==> src/rtl/core/hflc_ram.sv <==
// Generic single-write, single-read RAM with registered read data.
`timescale 1ns / 1ps
`default_nettype none

module hflc_ram #(
	parameter int WIDTH = 32,
	parameter int DEPTH = 64,
	localparam int ABITS = (DEPTH > 1) ? $clog2(DEPTH) : 1
) (
	input  logic             clk,
	input  logic             wr_en,
	input  logic [ABITS-1:0] wr_addr,
	input  logic [WIDTH-1:0] wr_data,
	input  logic [ABITS-1:0] rd_addr,
	output logic [WIDTH-1:0] rd_data
);

	logic [WIDTH-1:0] mem [DEPTH];

	always_ff @(posedge clk) begin
		if (wr_en) begin
			mem[wr_addr] <= wr_data;
		end
		rd_data <= mem[rd_addr];
	end

endmodule

`default_nettype wire

==> config.mk <==
export PLATFORM = sky130hd
export DESIGN_NAME = hflc_ram
export DESIGN_NICKNAME = d
export VERILOG_FILES = /design/src/rtl/core/hflc_ram.sv
export SDC_FILE = /design/constraint.sdc
export NUM_CORES = 2
export LEC_CHECK = 0
export BUFFER_PORTS_ARGS = -buffer_cell sky130_fd_sc_hd__buf_2
export CAP_MARGIN = 30
export CELL_PAD_IN_SITES_DETAIL_PLACEMENT = 0
export CELL_PAD_IN_SITES_GLOBAL_PLACEMENT = 2
export CORE_MARGIN = 2
export CORE_UTILIZATION = 30
export DETAILED_ROUTE_END_ITERATION = 10
export PLACE_DENSITY = 0.51
export SYNTH_ARGS = -nofsm -noshare
export SYNTH_HDL_FRONTEND = slang
export SYNTH_SLANG_ARGS = --single-unit
==> constraint.sdc <==
create_clock -name clk -period 4.6 [get_ports clk]
set_input_delay 0.69 -clock clk [delete_from_list [all_inputs] [get_ports clk]]
set_output_delay 0.69 -clock clk [all_outputs]
set_load 0.02 [all_outputs]
==> results by group <==
Setup path
  • Crit-path max FO: between 50 and 60
  • CP arrival: roughly 3.7 ns
  • CP Launch Type: input pin
  • Crit. End Element: register
  • Required time worst endpoint: about 5.3 ns
  • Critical path type: in2reg
  • FF-to-FF path depth: 4

Logic synthesis
  • Post-synth EDFFs: between 2k and 2.5k
  • Mapped Cells: between 3k and 4k
  • Synth Cell Area: just under 80000 um2
  • Synth Flop Type: edfxtp_1
  • Number of synthesized register bits: 2080
  • Post-synth top area share: between 70% and 80%
  • Synth cell types: 34
  • Dominant cell type by area after synthesis: edfxtp_1
  • Sequential element share of the synthesized area: around 79%
  • Syn nets: between 3k and 4k
  • Yosys warnings: 0
  • Top post-synthesis cells by area: edfxtp_1, mux4_2, mux2i_1
  • Syn avg cell area: 23.6 um2
  • FFs w/ async S/R, synth: 0%

Finish
  • Commonest non-fill, non-tap cells in the layout: edfxtp_1, mux4_2, clkbuf_16
  • Number of fill cells in the layout: 23.9k
  • Commonest non-fill, non-tap cell in the layout: edfxtp_1
  • Share of cells above drive strength 1: 31.4%
  • Nets@finish: 3700
  • Area Growth Syn to Fin: 17.3%

Clock tree
  • Post-CTS Repair Setup Buffers: 0
  • H-tree depth: 4
  • CTS buffer count: 225
  • Insertion delay of the later-clocked pin in the worst-skew pair: around 0.87 ns
  • CTS root buf: clkbuf_16
  • Deepest clock path buffer count: 3
  • Post-CTS sizing: 0
  • Clock sinks: approximately 2.1k
  • CTS clk-pin slew, worst paths: roughly 0.06 ns
  • Hold_buf cts: 0
  • CTS tree: done

Timing
  • Post-route setup TNS: 0 ns
  • Highest Clock Rate: ~330 MHz
  • Worst slew pin tran: 1.04 ns
  • Hold_ws: 0.204 ns
  • Crit share post-route: approximately two thirds
  • Slew margin rel.: between 30% and 40%
  • Final setup vio count: 0
  • Max Slew Vio Count: 0
  • RSZ-0062 raised after global routing: false
  • Final Hold Fails: 0
  • Final min period: roughly 3.0 ns
  • Final Skew: 0.0341 ns
  • Post-route setup slack: around 1.6 ns

Power
  • Leak pwr: roughly 28 nW
  • Clock power share: 42.8%
  • Flop pwr share: about 52%
  • Peak supply drop: approximately 400 uV
  • Psw: about 8.9 mW
  • Internal power: approximately 31 mW
  • Switching fraction of total power: between 20% and 30%
  • Logic pwr share: around 5%
  • PD cells: roughly 440 nW/um2

Floorplanning
  • Initial core utilization: between 30% and 40%
  • Core ar.: 260000 um2
  • Die area: 266000 um2
  • IO Pins: 78
  • Rows: between 150 and 200
  • Height of the die: 516 um
  • Die Wd: 516 um

Detailed routing
  • Drt total wl: ~230 mm
  • Drt wl/cell: just over 30 um
  • Via density: 4.95
  • Final antenna-violating net count: 0
  • DRC Markers: 0
  • Total number of vias: 36.4k
  • Drt initial violations: about 3.2k
  • DR pass1 iterations: 5

GRT
  • Vias in the first global route: between 30k and 40k
  • Initial antenna violation count: 16
  • First-pass GRT wire length: between 300 and 400 mm
  • Largest net degree at the start of global routing: 65
  • Grt ovf: 0
  • GRT Util Overall: 17.2%

Run status
  • Outcome: finished, final reports clean

Placement
  • Gpl congestion: ~0.73
  • Dpl hpwl: around 130 mm
  • Pre-CTS setup slack: about 0.69 ns
  • Port Buffer Count: 77

Flow run
  • Total of max-cap violations: 0

Worst hold path
  • Min-Delay Path Class: in2reg
  • Hold Path Depth: 1
critical path: stages:
cell and delay [ns]:
buf_8 0.44, buf_12 0.41, buf_4 0.46, mux4_2 0.59, o22ai_1 0.82, nor2_1 0.11
routing by layer:
layer / global-route usage (%) / part of all wire, % / up-vias
met5: 0 / 0.012 / -
met4: 4.08 / 2.0 / 4
met3: 2.72 / 4.4 / 285
met2: 27.8 / 48 / 828
met1: 24.4 / 46 / 20300
li1: - / - / 15000
registers in the layout, summed over array words and instances (netlist names):
register / flops
rd_data: 32
mem: 2048
power by group through the flow:
stage	clock [mW]	sequential (mW)	combinational, mW
after global routing	18.5	21.1	2.18
after global placement	0	21.5	2.07
after CTS	17.8	21.1	2.10
final	17.3	21.1	2.03
after floorplan	0	21.5	1.02
after detailed placement	0	21.5	2.10
per-stage QoR:
| stage | utilization, % | total power, mW | area [um2] | instances |
|---|---|---|---|---|
| 3_5_place_dp | 32.7 | 23.6 | 85000 | 6921 |
| 4_1_cts | 35.4 | 41.0 | 92100 | 7344 |
| 3_3_place_gp | 32.7 | 23.6 | 84900 | 6914 |
| 2_1_floorplan | - | 22.5 | 78500 | 3324 |
| 6_report | 35.4 | 40.4 | 92100 | 7350 |
| 5_1_grt | 35.4 | 41.8 | 92100 | 7347 |
final cells by class:
type / instances / area (um2) / area share (%)
sequential: 2080 / 62100 / 67.5
multi-input combinational: 1062 / 16000 / 17.3
clock buffer: 304 / 6140 / 6.67
tap: 3496 / 4370 / 4.75
timing repair buffer: 285 / 2560 / 2.78
clock inverter: 119 / 911 / 0.989
antenna: 4 / 10.0 / 0.0109
kinds of logic (layout without fill, tap and decap cells):
kind of cell,Yosys count,in the layout,share of synthesized area (%)
other cells,0,4,0
compound gates,202,202,1.67
buf+inv,182,708,1.13
flops,2080,2080,79.1
mux,637,637,16.8
simple gates,223,223,1.27
Yosys cell counts, drive strengths merged, types with 15 or more instances:
cell / count
nor2: 137
a21oi: 62
buf: 108
nand2: 26
mux2i: 93
mux4: 544
o221ai: 27
clkbuf: 74
edfxtp: 2048
o22ai: 84
nor2b: 15
dfxtp: 32
path summary, 6_finish.rpt:
| check | slack, ns | to | start |
|---|---|---|---|
| hold reg to reg | 0.77 | rd_data[17]$_DFF_P_ | mem[29][17]$_DFFE_PP_ |
| hold / removal | 0.20 | mem[34][31]$_DFFE_PP_ | wr_data[31] |
| setup reg to reg | 2.16 | rd_data[27]$_DFF_P_ | mem[0][27]$_DFFE_PP_ |
| setup / recovery | 1.58 | rd_data[27]$_DFF_P_ | rd_addr[2] |
No activity file was read; power rests on OpenSTA's default activity.
